===== src/sv/khpc_pkg.sv =====
`timescale 1ns / 1ps
// Package for the keypad HID power controller: sizes, register indexes,
// keymap table and the types shared by the compare unit, the scanner and the top level.
package khpc_pkg;

   localparam int NUM_KEYMAPS = 2;
   localparam int NUM_BUTTONS = 13;
   localparam int MAX_KEYS    = 6;
   localparam int ROM_SIZE    = 26;

   localparam int KMI_W     = (NUM_KEYMAPS > 1) ? $clog2(NUM_KEYMAPS) : 1;
   localparam int BTN_IDX_W = (NUM_BUTTONS > 1) ? $clog2(NUM_BUTTONS) : 1;
   localparam int KEY_IDX_W = (MAX_KEYS > 1) ? $clog2(MAX_KEYS) : 1;
   localparam int COUNT_W   = $clog2(MAX_KEYS + 1);
   localparam int ROM_IDX_W = $clog2(ROM_SIZE);

   localparam int CSR_IDX_W = 3;
   localparam logic [CSR_IDX_W-1:0] CSR_SLEEP_DELAY     = 3'd0;
   localparam logic [CSR_IDX_W-1:0] CSR_GIVE_UP         = 3'd1;
   localparam logic [CSR_IDX_W-1:0] CSR_BATTERY_INT     = 3'd2;
   localparam logic [CSR_IDX_W-1:0] CSR_SCAN_INT        = 3'd3;
   localparam logic [CSR_IDX_W-1:0] CSR_BLINK_CONNECTED = 3'd4;
   localparam logic [CSR_IDX_W-1:0] CSR_BLINK_CONNECTING = 3'd5;
   localparam logic [CSR_IDX_W-1:0] CSR_BLINK_ON        = 3'd6;

   localparam logic [7:0] KEYMAP_ROM [ROM_SIZE] = '{
      8'h28, 8'h29, 8'h4F, 8'h50, 8'h52, 8'h51, 8'h3C, 8'h3D, 8'h1A, 8'h06, 8'h44, 8'h3B, 8'h0B,
      8'h28, 8'h29, 8'h4F, 8'h50, 8'h52, 8'h51, 8'h1E, 8'h20, 8'h1A, 8'h06, 8'h44, 8'h45, 8'h0B
   };

   typedef logic [MAX_KEYS-1:0][7:0] keys_type;

   typedef struct packed {
      logic ge;   // (a - b) mod 2^32 >= thr
      logic eq;   // (a - b) mod 2^32 == thr
   } cmp_res_type;

   typedef struct packed {
      logic               busy;
      logic [COUNT_W-1:0] count;
      keys_type           keys;
   } scan_stat_type;

   // entries past the table read as keycode 0
   function automatic logic [7:0] keymap_code(input logic [KMI_W-1:0] kmi,
                                              input logic [BTN_IDX_W-1:0] btn);
      logic [15:0] idx;
      logic [7:0]  code;
      idx  = 16'(kmi) * 16'(NUM_BUTTONS) + 16'(btn);
      code = 8'h00;
      if (idx < 16'(ROM_SIZE)) begin
         code = KEYMAP_ROM[idx[ROM_IDX_W-1:0]];
      end
      return code;
   endfunction

endpackage


===== src/sv/khpc_cmp.sv =====
`timescale 1ns / 1ps
// Shared elapsed-time unit: one 32-bit wrapping subtract and compare.
// Depends on khpc_pkg.
module khpc_cmp (
   input  logic [31:0]          a,
   input  logic [31:0]          b,
   input  logic [31:0]          thr,
   output khpc_pkg::cmp_res_type res
);
   import khpc_pkg::*;

   logic [31:0] diff;

   assign diff   = a - b;
   assign res.ge = (diff >= thr);
   assign res.eq = (diff == thr);

endmodule


===== src/sv/khpc_batt.sv =====
`timescale 1ns / 1ps
// Battery percent pipeline: millivolts, then piecewise scale by reciprocal multiply.
// Two register stages; depends on nothing outside this file.
module khpc_batt (
   input  logic        clock,
   input  logic [11:0] raw,
   output logic [6:0]  pct
);
   localparam logic [12:0] MV_EMPTY = 13'd3300;
   localparam logic [12:0] MV_KNEE  = 13'd3600;
   // x/30 for x < 300, and 3x/20 for x < 2400, both as (x*c) >> 16
   localparam logic [13:0] RECIP_LOW  = 14'd2185;
   localparam logic [13:0] RECIP_HIGH = 14'd9831;

   logic [20:0] mv_prod;
   logic [12:0] mv_in, mv_ff;
   logic [12:0] opnd;
   logic [13:0] coef;
   logic [26:0] prod_in, prod_ff;
   logic        empty_in, empty_ff;
   logic        low_in, low_ff;
   logic [10:0] quot;

   assign mv_prod = 21'(raw) * 21'd375;
   assign mv_in   = mv_prod[20:8];

   assign empty_in = (mv_ff < MV_EMPTY);
   assign low_in   = (mv_ff < MV_KNEE);
   assign opnd     = low_in ? (mv_ff - MV_EMPTY) : (mv_ff - MV_KNEE);
   assign coef     = low_in ? RECIP_LOW : RECIP_HIGH;
   assign prod_in  = 27'(opnd) * 27'(coef);

   always_ff @(posedge clock) begin
      mv_ff    <= mv_in;
      prod_ff  <= prod_in;
      empty_ff <= empty_in;
      low_ff   <= low_in;
   end

   assign quot = prod_ff[26:16];

   always_comb begin
      if (empty_ff) begin
         pct = 7'd0;
      end else if (low_ff) begin
         pct = quot[6:0];
      end else if (quot >= 11'd90) begin
         pct = 7'd100;
      end else begin
         pct = 7'(quot + 11'd10);
      end
   end

endmodule


===== src/sv/khpc_scan.sv =====
`timescale 1ns / 1ps
// Button scanner: walks the buttons one per cycle and collects keycodes.
// Depends on khpc_pkg for sizes and the keymap table.
module khpc_scan (
   input  logic                           clock,
   input  logic                           reset,
   input  logic                           start,
   input  logic [khpc_pkg::NUM_BUTTONS-1:0] buttons,
   input  logic [khpc_pkg::KMI_W-1:0]     kmi,
   output khpc_pkg::scan_stat_type        stat
);
   import khpc_pkg::*;

   logic                 busy_ff, busy_in;
   logic [BTN_IDX_W-1:0] idx_ff, idx_in;
   logic [COUNT_W-1:0]   count_ff, count_in;
   keys_type             keys_ff, keys_in;

   always_comb begin
      busy_in  = busy_ff;
      idx_in   = idx_ff;
      count_in = count_ff;
      keys_in  = keys_ff;
      if (start) begin
         busy_in  = 1'b1;
         idx_in   = '0;
         count_in = '0;
         keys_in  = '0;
      end else if (busy_ff) begin
         if (buttons[idx_ff] && (count_ff < COUNT_W'(MAX_KEYS))) begin
            keys_in[count_ff[KEY_IDX_W-1:0]] = keymap_code(kmi, idx_ff);
            count_in = count_ff + 1'b1;
         end
         if (idx_ff == BTN_IDX_W'(NUM_BUTTONS - 1)) begin
            busy_in = 1'b0;
         end else begin
            idx_in = idx_ff + 1'b1;
         end
      end
   end

   always_ff @(posedge clock) begin
      if (reset) begin
         busy_ff <= 1'b0;
      end else begin
         busy_ff <= busy_in;
      end
   end

   always_ff @(posedge clock) begin
      idx_ff   <= idx_in;
      count_ff <= count_in;
      keys_ff  <= keys_in;
   end

   assign stat.busy  = busy_ff;
   assign stat.count = count_ff;
   assign stat.keys  = keys_ff;

endmodule


===== src/sv/keypad_hid_power_controller_unit.sv =====
`timescale 1ns / 1ps
// Keypad HID power controller top level: poll sequencer, state and registers.
// Depends on khpc_pkg, khpc_cmp, khpc_batt and khpc_scan.
//
//  channel | direction | handshake            | payload
//  req     | in        | req_valid/req_stall  | now_ms, connected, buttons, mode_button,
//          |           |                      | battery_raw
//  rsp     | out       | rsp_valid/rsp_stall  | sleep_request, battery, key report, led_on
//  csr     | in        | csr_valid/csr_ready  | csr_index, csr_wdata
//
// One poll at a time. Every elapsed-time test runs through the one shared compare
// unit, one per cycle. A poll steps through link, sleep, give-up, scan-interval,
// battery, scan, LED-on and LED-period to done; a key scan, when it runs, walks
// the buttons one per cycle. A sleep request skips the rest, and once asleep a
// poll goes straight to done. Reset is synchronous and restores the register defaults.
// rsp_stall holds the result register; the next poll may be accepted meanwhile.
module keypad_hid_power_controller_unit (
   input  logic                             clock,
   input  logic                             reset,
   input  logic                             req_valid,
   output logic                             req_stall,
   input  logic [31:0]                      req_now_ms,
   input  logic                             req_connected,
   input  logic [khpc_pkg::NUM_BUTTONS-1:0] req_buttons,
   input  logic                             req_mode_button,
   input  logic [11:0]                      req_battery_raw,
   output logic                             rsp_valid,
   input  logic                             rsp_stall,
   output logic                             rsp_sleep_request,
   output logic                             rsp_battery_valid,
   output logic [6:0]                       rsp_battery_percent,
   output logic                             rsp_report_valid,
   output logic                             rsp_release_all,
   output logic [7:0]                       rsp_key_a,
   output logic [7:0]                       rsp_key_b,
   output logic [7:0]                       rsp_key_c,
   output logic [7:0]                       rsp_key_d,
   output logic [7:0]                       rsp_key_e,
   output logic [7:0]                       rsp_key_f,
   output logic                             rsp_led_on,
   input  logic                             csr_valid,
   output logic                             csr_ready,
   input  logic [khpc_pkg::CSR_IDX_W-1:0]   csr_index,
   input  logic [31:0]                      csr_wdata
);
   import khpc_pkg::*;

   typedef enum logic [3:0] {
      ST_IDLE, ST_LINK, ST_SLEEP, ST_GIVEUP, ST_SCANCHK,
      ST_BATT, ST_SCAN, ST_LEDON, ST_LEDPER, ST_DONE
   } state_type;

   typedef struct packed {
      logic       sleep_request;
      logic       battery_valid;
      logic [6:0] battery_percent;
      logic       report_valid;
      logic       release_all;
      keys_type   keys;
      logic       led_on;
   } result_type;

   state_type state_ff, state_in;

   // latched poll
   logic [31:0]            now_ff, now_in;
   logic                   conn_ff, conn_in;
   logic [NUM_BUTTONS-1:0] buttons_ff, buttons_in;
   logic                   mode_ff, mode_in;
   logic [11:0]            raw_ff, raw_in;

   // configuration
   logic [31:0] sleep_delay_ff, sleep_delay_in;
   logic [31:0] give_up_ff, give_up_in;
   logic [31:0] batt_int_ff, batt_int_in;
   logic [15:0] scan_int_ff, scan_int_in;
   logic [31:0] blink_conn_ff, blink_conn_in;
   logic [31:0] blink_wait_ff, blink_wait_in;
   logic [15:0] blink_on_ff, blink_on_in;

   // controller state
   logic               link_was_up_ff, link_was_up_in;
   logic [31:0]        last_press_ff, last_press_in;
   logic [31:0]        last_batt_ff, last_batt_in;
   logic [31:0]        last_blink_ff, last_blink_in;
   logic [31:0]        last_link_ff, last_link_in;
   logic [COUNT_W-1:0] last_count_ff, last_count_in;
   logic [KMI_W-1:0]   kmi_ff, kmi_in;
   logic               batt_reported_ff, batt_reported_in;
   logic               asleep_ff, asleep_in;

   logic ge_sleep_ff, ge_sleep_in;
   logic scan_ok_ff, scan_ok_in;

   result_type res_ff, res_in;
   result_type out_ff, out_in;
   logic       rsp_valid_ff, rsp_valid_in;

   logic [31:0]   cmp_b, cmp_thr;
   cmp_res_type   cmp;
   logic [6:0]    batt_pct;
   logic          scan_start;
   scan_stat_type scan;

   khpc_cmp u_cmp (
      .a   (now_ff),
      .b   (cmp_b),
      .thr (cmp_thr),
      .res (cmp)
   );

   khpc_batt u_batt (
      .clock (clock),
      .raw   (raw_ff),
      .pct   (batt_pct)
   );

   khpc_scan u_scan (
      .clock   (clock),
      .reset   (reset),
      .start   (scan_start),
      .buttons (buttons_ff),
      .kmi     (kmi_ff),
      .stat    (scan)
   );

   assign req_stall  = (state_ff != ST_IDLE);
   assign csr_ready  = 1'b1;
   assign scan_start = (state_ff == ST_BATT) && scan_ok_ff && !mode_ff;

   // operand select for the shared compare unit
   always_comb begin
      case (state_ff)
         ST_SLEEP: begin
            cmp_b   = last_press_ff;
            cmp_thr = sleep_delay_ff;
         end
         ST_GIVEUP: begin
            cmp_b   = last_link_ff;
            cmp_thr = give_up_ff;
         end
         ST_SCANCHK: begin
            cmp_b   = last_press_ff;
            cmp_thr = 32'(scan_int_ff);
         end
         ST_BATT: begin
            cmp_b   = last_batt_ff;
            cmp_thr = batt_int_ff;
         end
         ST_LEDON: begin
            cmp_b   = last_blink_ff;
            cmp_thr = 32'(blink_on_ff);
         end
         ST_LEDPER: begin
            cmp_b   = last_blink_ff;
            cmp_thr = conn_ff ? blink_conn_ff : blink_wait_ff;
         end
         default: begin
            cmp_b   = last_press_ff;
            cmp_thr = sleep_delay_ff;
         end
      endcase
   end

   always_comb begin
      state_in         = state_ff;
      now_in           = now_ff;
      conn_in          = conn_ff;
      buttons_in       = buttons_ff;
      mode_in          = mode_ff;
      raw_in           = raw_ff;
      sleep_delay_in   = sleep_delay_ff;
      give_up_in       = give_up_ff;
      batt_int_in      = batt_int_ff;
      scan_int_in      = scan_int_ff;
      blink_conn_in    = blink_conn_ff;
      blink_wait_in    = blink_wait_ff;
      blink_on_in      = blink_on_ff;
      link_was_up_in   = link_was_up_ff;
      last_press_in    = last_press_ff;
      last_batt_in     = last_batt_ff;
      last_blink_in    = last_blink_ff;
      last_link_in     = last_link_ff;
      last_count_in    = last_count_ff;
      kmi_in           = kmi_ff;
      batt_reported_in = batt_reported_ff;
      asleep_in        = asleep_ff;
      ge_sleep_in      = ge_sleep_ff;
      scan_ok_in       = scan_ok_ff;
      res_in           = res_ff;
      out_in           = out_ff;
      rsp_valid_in     = rsp_valid_ff;

      if (csr_valid && csr_ready) begin
         case (csr_index)
            CSR_SLEEP_DELAY:      sleep_delay_in = csr_wdata;
            CSR_GIVE_UP:          give_up_in     = csr_wdata;
            CSR_BATTERY_INT:      batt_int_in    = csr_wdata;
            CSR_SCAN_INT:         scan_int_in    = csr_wdata[15:0];
            CSR_BLINK_CONNECTED:  blink_conn_in  = csr_wdata;
            CSR_BLINK_CONNECTING: blink_wait_in  = csr_wdata;
            CSR_BLINK_ON:         blink_on_in    = csr_wdata[15:0];
            default: ;
         endcase
      end

      if (rsp_valid_ff && !rsp_stall) begin
         rsp_valid_in = 1'b0;
      end

      case (state_ff)
         ST_IDLE: begin
            if (req_valid) begin
               now_in     = req_now_ms;
               conn_in    = req_connected;
               buttons_in = req_buttons;
               mode_in    = req_mode_button;
               raw_in     = req_battery_raw;
               res_in     = '0;
               if (asleep_ff) begin
                  res_in.sleep_request = 1'b1;
                  state_in = ST_DONE;
               end else begin
                  state_in = ST_LINK;
               end
            end
         end
         ST_LINK: begin
            if (conn_ff && !link_was_up_ff) begin
               last_press_in = now_ff;
            end else if (!conn_ff && link_was_up_ff) begin
               batt_reported_in = 1'b0;
            end
            link_was_up_in = conn_ff;
            if (conn_ff) begin
               last_link_in = now_ff;
            end
            state_in = ST_SLEEP;
         end
         ST_SLEEP: begin
            ge_sleep_in = cmp.ge;
            state_in    = ST_GIVEUP;
         end
         ST_GIVEUP: begin
            if ((conn_ff && ge_sleep_ff) || (!conn_ff && cmp.ge)) begin
               asleep_in            = 1'b1;
               res_in.sleep_request = 1'b1;
               state_in             = ST_DONE;
            end else begin
               state_in = ST_SCANCHK;
            end
         end
         ST_SCANCHK: begin
            scan_ok_in = conn_ff && cmp.ge;
            state_in   = ST_BATT;
         end
         ST_BATT: begin
            if (conn_ff && (!batt_reported_ff || cmp.ge)) begin
               res_in.battery_valid   = 1'b1;
               res_in.battery_percent = batt_pct;
               last_batt_in           = now_ff;
               batt_reported_in       = 1'b1;
            end
            state_in = ST_SCAN;
         end
         ST_SCAN: begin
            if (!(scan_ok_ff && !mode_ff && scan.busy)) begin
               if (scan_ok_ff) begin
                  if (mode_ff) begin
                     kmi_in = (kmi_ff == KMI_W'(NUM_KEYMAPS - 1)) ? '0 : kmi_ff + 1'b1;
                     last_press_in = now_ff;
                  end else begin
                     if (scan.count != last_count_ff) begin
                        if (scan.count != '0) begin
                           res_in.report_valid = 1'b1;
                           res_in.keys         = scan.keys;
                        end else begin
                           res_in.release_all = 1'b1;
                        end
                        last_count_in = scan.count;
                     end
                     if (scan.count != '0) begin
                        last_press_in = now_ff;
                     end
                  end
               end
               state_in = ST_LEDON;
            end
         end
         ST_LEDON: begin
            res_in.led_on = !cmp.ge || cmp.eq;
            state_in      = ST_LEDPER;
         end
         ST_LEDPER: begin
            if (cmp.ge) begin
               last_blink_in = now_ff;
            end
            state_in = ST_DONE;
         end
         ST_DONE: begin
            if (!rsp_valid_ff || !rsp_stall) begin
               out_in       = res_ff;
               rsp_valid_in = 1'b1;
               state_in     = ST_IDLE;
            end
         end
         default: begin
            state_in = ST_IDLE;
         end
      endcase
   end

   always_ff @(posedge clock) begin
      if (reset) begin
         state_ff         <= ST_IDLE;
         sleep_delay_ff   <= 32'd30000;
         give_up_ff       <= 32'd30000;
         batt_int_ff      <= 32'd60000;
         scan_int_ff      <= 16'd100;
         blink_conn_ff    <= 32'd10000;
         blink_wait_ff    <= 32'd1000;
         blink_on_ff      <= 16'd10;
         link_was_up_ff   <= 1'b0;
         last_press_ff    <= '0;
         last_batt_ff     <= '0;
         last_blink_ff    <= '0;
         last_link_ff     <= '0;
         last_count_ff    <= '0;
         kmi_ff           <= '0;
         batt_reported_ff <= 1'b0;
         asleep_ff        <= 1'b0;
         ge_sleep_ff      <= 1'b0;
         scan_ok_ff       <= 1'b0;
         rsp_valid_ff     <= 1'b0;
      end else begin
         state_ff         <= state_in;
         sleep_delay_ff   <= sleep_delay_in;
         give_up_ff       <= give_up_in;
         batt_int_ff      <= batt_int_in;
         scan_int_ff      <= scan_int_in;
         blink_conn_ff    <= blink_conn_in;
         blink_wait_ff    <= blink_wait_in;
         blink_on_ff      <= blink_on_in;
         link_was_up_ff   <= link_was_up_in;
         last_press_ff    <= last_press_in;
         last_batt_ff     <= last_batt_in;
         last_blink_ff    <= last_blink_in;
         last_link_ff     <= last_link_in;
         last_count_ff    <= last_count_in;
         kmi_ff           <= kmi_in;
         batt_reported_ff <= batt_reported_in;
         asleep_ff        <= asleep_in;
         ge_sleep_ff      <= ge_sleep_in;
         scan_ok_ff       <= scan_ok_in;
         rsp_valid_ff     <= rsp_valid_in;
      end
   end

   always_ff @(posedge clock) begin
      now_ff     <= now_in;
      conn_ff    <= conn_in;
      buttons_ff <= buttons_in;
      mode_ff    <= mode_in;
      raw_ff     <= raw_in;
      res_ff     <= res_in;
      out_ff     <= out_in;
   end

   assign rsp_valid           = rsp_valid_ff;
   assign rsp_sleep_request   = out_ff.sleep_request;
   assign rsp_battery_valid   = out_ff.battery_valid;
   assign rsp_battery_percent = out_ff.battery_percent;
   assign rsp_report_valid    = out_ff.report_valid;
   assign rsp_release_all     = out_ff.release_all;
   assign rsp_key_a           = out_ff.keys[0];
   assign rsp_key_b           = out_ff.keys[1];
   assign rsp_key_c           = out_ff.keys[2];
   assign rsp_key_d           = out_ff.keys[3];
   assign rsp_key_e           = out_ff.keys[4];
   assign rsp_key_f           = out_ff.keys[5];
   assign rsp_led_on          = out_ff.led_on;

   // once asleep, only reset wakes the block
   a_asleep_sticky: assert property (@(posedge clock) disable iff (reset)
      asleep_ff |=> asleep_ff)
      else $error("asleep flag dropped without reset");

   a_sleep_alone: assert property (@(posedge clock) disable iff (reset)
      (rsp_valid && rsp_sleep_request) |->
         (!rsp_battery_valid && !rsp_report_valid && !rsp_release_all && !rsp_led_on))
      else $error("sleep result carries other fields");

   a_report_xor_release: assert property (@(posedge clock) disable iff (reset)
      rsp_valid |-> !(rsp_report_valid && rsp_release_all))
      else $error("key report and release in one transaction");

   a_pct_range: assert property (@(posedge clock) disable iff (reset)
      (rsp_valid && rsp_battery_valid) |-> (rsp_battery_percent <= 7'd100))
      else $error("battery percent above 100");

   a_scan_in_window: assert property (@(posedge clock) disable iff (reset)
      scan.busy |-> (state_ff == ST_SCAN))
      else $error("scanner running outside the scan step");

endmodule

===== config.mk =====
export PLATFORM = sky130hd
export DESIGN_NAME = keypad_hid_power_controller_unit
export DESIGN_NICKNAME = d
export VERILOG_FILES = /design/src/sv/khpc_pkg.sv /design/src/sv/khpc_cmp.sv /design/src/sv/khpc_batt.sv /design/src/sv/khpc_scan.sv /design/src/sv/keypad_hid_power_controller_unit.sv
export SDC_FILE = /design/constraint.sdc
export NUM_CORES = 2
export LEC_CHECK = 0
export BUFFER_PORTS_ARGS = -buffer_cell sky130_fd_sc_hd__buf_2
export CORE_MARGIN = 2
export CORE_UTILIZATION = 45
export CTS_CLUSTER_SIZE = 25
export DETAILED_ROUTE_END_ITERATION = 10
export GPL_ROUTABILITY_DRIVEN = 1
export PLACE_DENSITY_LB_ADDON = 0.25
export SLEW_MARGIN = 20
export SYNTH_ARGS = -nofsm -noshare
export SYNTH_HDL_FRONTEND = slang
export SYNTH_HIERARCHICAL = 1
export SYNTH_SLANG_ARGS = --single-unit

===== constraint.sdc =====
create_clock -name clock -period 5.8 [get_ports clock]
set_input_delay 1.16 -clock clock [delete_from_list [all_inputs] [get_ports clock]]
set_output_delay 1.16 -clock clock [all_outputs]
set_load 0.02 [all_outputs]

==> impl_metrics.yaml <==
logic_synthesis:
  ys_seq_area_share_pct: 41.90
  synth.top_cell.area_share_pct: 25.32
  async_flop_share_pct: 0
  postSynthAreaPerCell_sq_um: 9.437
  synth_edf_count: 179
  synth-seq-cells: 589
  yosys_most_used_dff: "dfxtp_1"
  synth_area_leaders: "dfxtp_1 (25%), edfxtp_1 (17%), ha_1 (8.1%), fa_1 (7.5%), nand2_1 (7.0%)"
  synthCells: 3435
  ys_warn_count: 6
  syn_area_sq_mm: 0.03242
  yosysTopAreaCell: "dfxtp_1"
  ys_types: 102
global_route:
  grt_pass1_wl_mm: 128.1
  grt_use_total_pct: 21.52
  grt_pass1_vias: 23350
  grt_antenna_before_repair: 11
  grt_remaining_overflow: 0
  grt_max_degree: 175
clocking:
  insertion_delay_ps: 630
  cts_tree: "built"
  cts_root_buffer: "clkbuf_16"
  numCtsBuffers: 68
  hold_buffers: 0
  clk_pin_slew_ps: 60
  htree_levels: 3
  cts_buffer_depth: 3
  cts.sinks: 589
detailed_routing:
  firstDrtPassIters: 6
  postRouteWirelength_mm: 82.75
  dr.first_iter.drc_count: 2149
  via_count: 24850
  drt-vias-per-instance: 5.278
  drc: 0
  ant_nets: 0
  avgRoutedWirePerCell_microns: 17.58
sta:
  skew_ps: 39.27
  drv_slew: 0
  maxSlewHeadroom_pct: 28.11
  tightest_slew_ps: 1069
  fmax_ghz: 0.1769
  final-setup-viol-count: 0
  final.min_clock_period_ps: 5651
  fin_ws_ps: 148.6
  hold_violations: 0
  finalCritPeriodShare_pct: 97.44
  rsz0062_at_grt: "yes"
die:
  die_area_sq_mm: 0.07420
  core_sq_mm: 0.07136
  initial_core_util_pct: 45.43
  die_h_microns: 272.4
  io-pin-count: 162
  die_x_microns: 272.4
  fp-row-count: 98
layout:
  layout_commonest_cell: "nand2_1"
  final_cell_mix: "nand2_1 (596), dfxtp_1 (399), a21oi_1 (321)"
  drive_above_1_share_pct: 18.34
  final_area_sq_mm: 0.03849
  nets: 4128
  area_growth_pct: 18.73
critical_path:
  crit_path_end_kind: "register"
  startpoint: "u_batt/mv_ff[7]$_DFF_P_"
  rr_worst_depth: 24
  r2r_slack_ps: 150
  critPathLaunchType: "register"
  worstPathRequired_ps: 6290
  crit_path_end: "u_batt/prod_ff[26]$_DFF_P_"
  timing.rr.end: "u_batt/prod_ff[26]$_DFF_P_"
  worstSetupPathType: "register to register"
  rr_startpoint: "u_batt/mv_ff[7]$_DFF_P_"
  critPathMaxFanout: 7
  crit_arrival_ps: 6140
placement:
  io_buffers: 160
  dpl.hpwl_mm: 54.55
  place.gp.congestion: 0.8626
  placed_cell_area_sq_mm: 0.03501
  dp_slack_ps: -98.17
min_path:
  hp-class: "register to register"
outcome:
  status: "complete, no violations"
run:
  cap_violations: 0
-- layer usage --
layer  track usage (%)  share of wire [%]
met1             31.10                 47
met2             33.11                 44
met3             3.870                6.5
met4             5.769                2.1
met5                 0               0.11
-- sequential cells by signal (all words and copies together) (netlist names), 11 cells and up --
name / flops
batt_int_ff: 32
blink_conn_ff: 32
blink_on_ff: 16
blink_wait_ff: 32
buttons_ff: 13
give_up_ff: 32
last_batt_ff: 32
last_blink_ff: 32
last_link_ff: 32
last_press_ff: 32
now_ff: 32
raw_ff: 12
res_ff: 60
scan_int_ff: 16
sleep_delay_ff: 32
u_batt/mv_ff: 13
u_batt/prod_ff: 11
u_scan/stat: 42
-- area by class of cell --
type	instances	area [sq um]
Clock inverter	35	450.4
Clock buffer	88	1889
Sequential cell	589	13600
Timing Repair Buffer	367	2676
Fill cell	6446	32870
Multi-Input combinational cell	2364	17510
Inverter	309	1161
Tap cell	950	1189
Antenna cell	5	12.51
-- through the flow --
stage                     setup TNS, ps  utilization (%)  hold slack [ps]  std cells
after floorplan                       0                -            400.3       3449
after global placement            -1391            49.06            400.7       4542
after detailed placement          -1521            49.06            404.5       4542
after CTS                        -6.934            52.37            411.9       4665
after global routing              -2728            53.92            417.7       4703
final                                 0            53.94            407.6       4707
-- cell usage after synthesis, types with 23 or more instances --
master and count:
a211oi_1 24, a21o_1 33, a21oi_1 337, a222oi_1 32, a22oi_1 34, and2_1 60
buf_2 34, buf_4 23, clkbuf_1 102, dfxtp_1 410, edfxtp_1 179, fa_1 121
ha_1 209, inv_1 309, mux2i_1 121, nand2_1 604, nand2b_1 84, nand3_1 31
nand3b_1 40, nor2_1 209, nor3_1 27, o21ai_0 42, xnor2_1 52, xor2_1 31
-- worst min path at each step --
stage,startpoint,end,slack [ps],cells after the start
6_report,res_ff[37]$_SDFFCE_PN0P_,rsp_key_e[4]$_DFFE_PP_,410,0
5_1_grt,res_ff[29]$_SDFFCE_PN0P_,rsp_key_d[4]$_DFFE_PP_,420,0
4_1_cts,res_ff[29]$_SDFFCE_PN0P_,rsp_key_d[4]$_DFFE_PP_,410,0
3_5_place_dp,res_ff[8]$_SDFFCE_PN0P_,rsp_key_a[7]$_DFFE_PP_,400,0
3_3_place_gp,res_ff[31]$_SDFFCE_PN0P_,rsp_key_d[6]$_DFFE_PP_,400,0
2_1_floorplan,res_ff[51]$_SDFFCE_PP0P_,rsp_battery_percent[0]$_DFFE_PP_,400,0
-- worst max-delay path: stages, from the launching register on --
cell	delay, ps
dfxtp_2	320
buf_6	130
nor3_4	220
buf_6	140
a22oi_2	90
inv_2	180
buf_6	140
buf_4	140
nor2_1	60
a21o_1	180
fa_2	560
inv_2	60
fa_1	540
fa_2	460
fa_2	430
ha_4	250
a211o_1	330
a221oi_2	200
buf_4	190
nor4_2	60
buf_4	140
o21ai_2	130
nand2_1	100
o41ai_2	360
xnor2_1	120
-- kinds of logic (layout without fill, tap and decap cells) --
family	after synthesis	count (layout)	share of synthesized area (%)
flops	589	589	41.90
other cells	4	23	0.04630
compound gates	643	644	12.99
xor+xnor	83	83	2.242
buf+inv	497	799	6.596
mux	126	126	4.037
simple gates	1163	1163	16.65
fa+ha+maj	330	330	15.54
-- repair_timing --
| action | 4_1_cts | 5_1_grt |
|---|---|---|
| cloned | 0 | 6 |
| setup buffers | 0 | 31 |
| endpoints found under the setup margin | 47 | 88 |
| pin swaps | 2 | 96 |
| gates resized for setup | 6 | 176 |
Power is not shown: default switching activity piles up to over one toggle a cycle in this logic, so the estimate is an artifact.
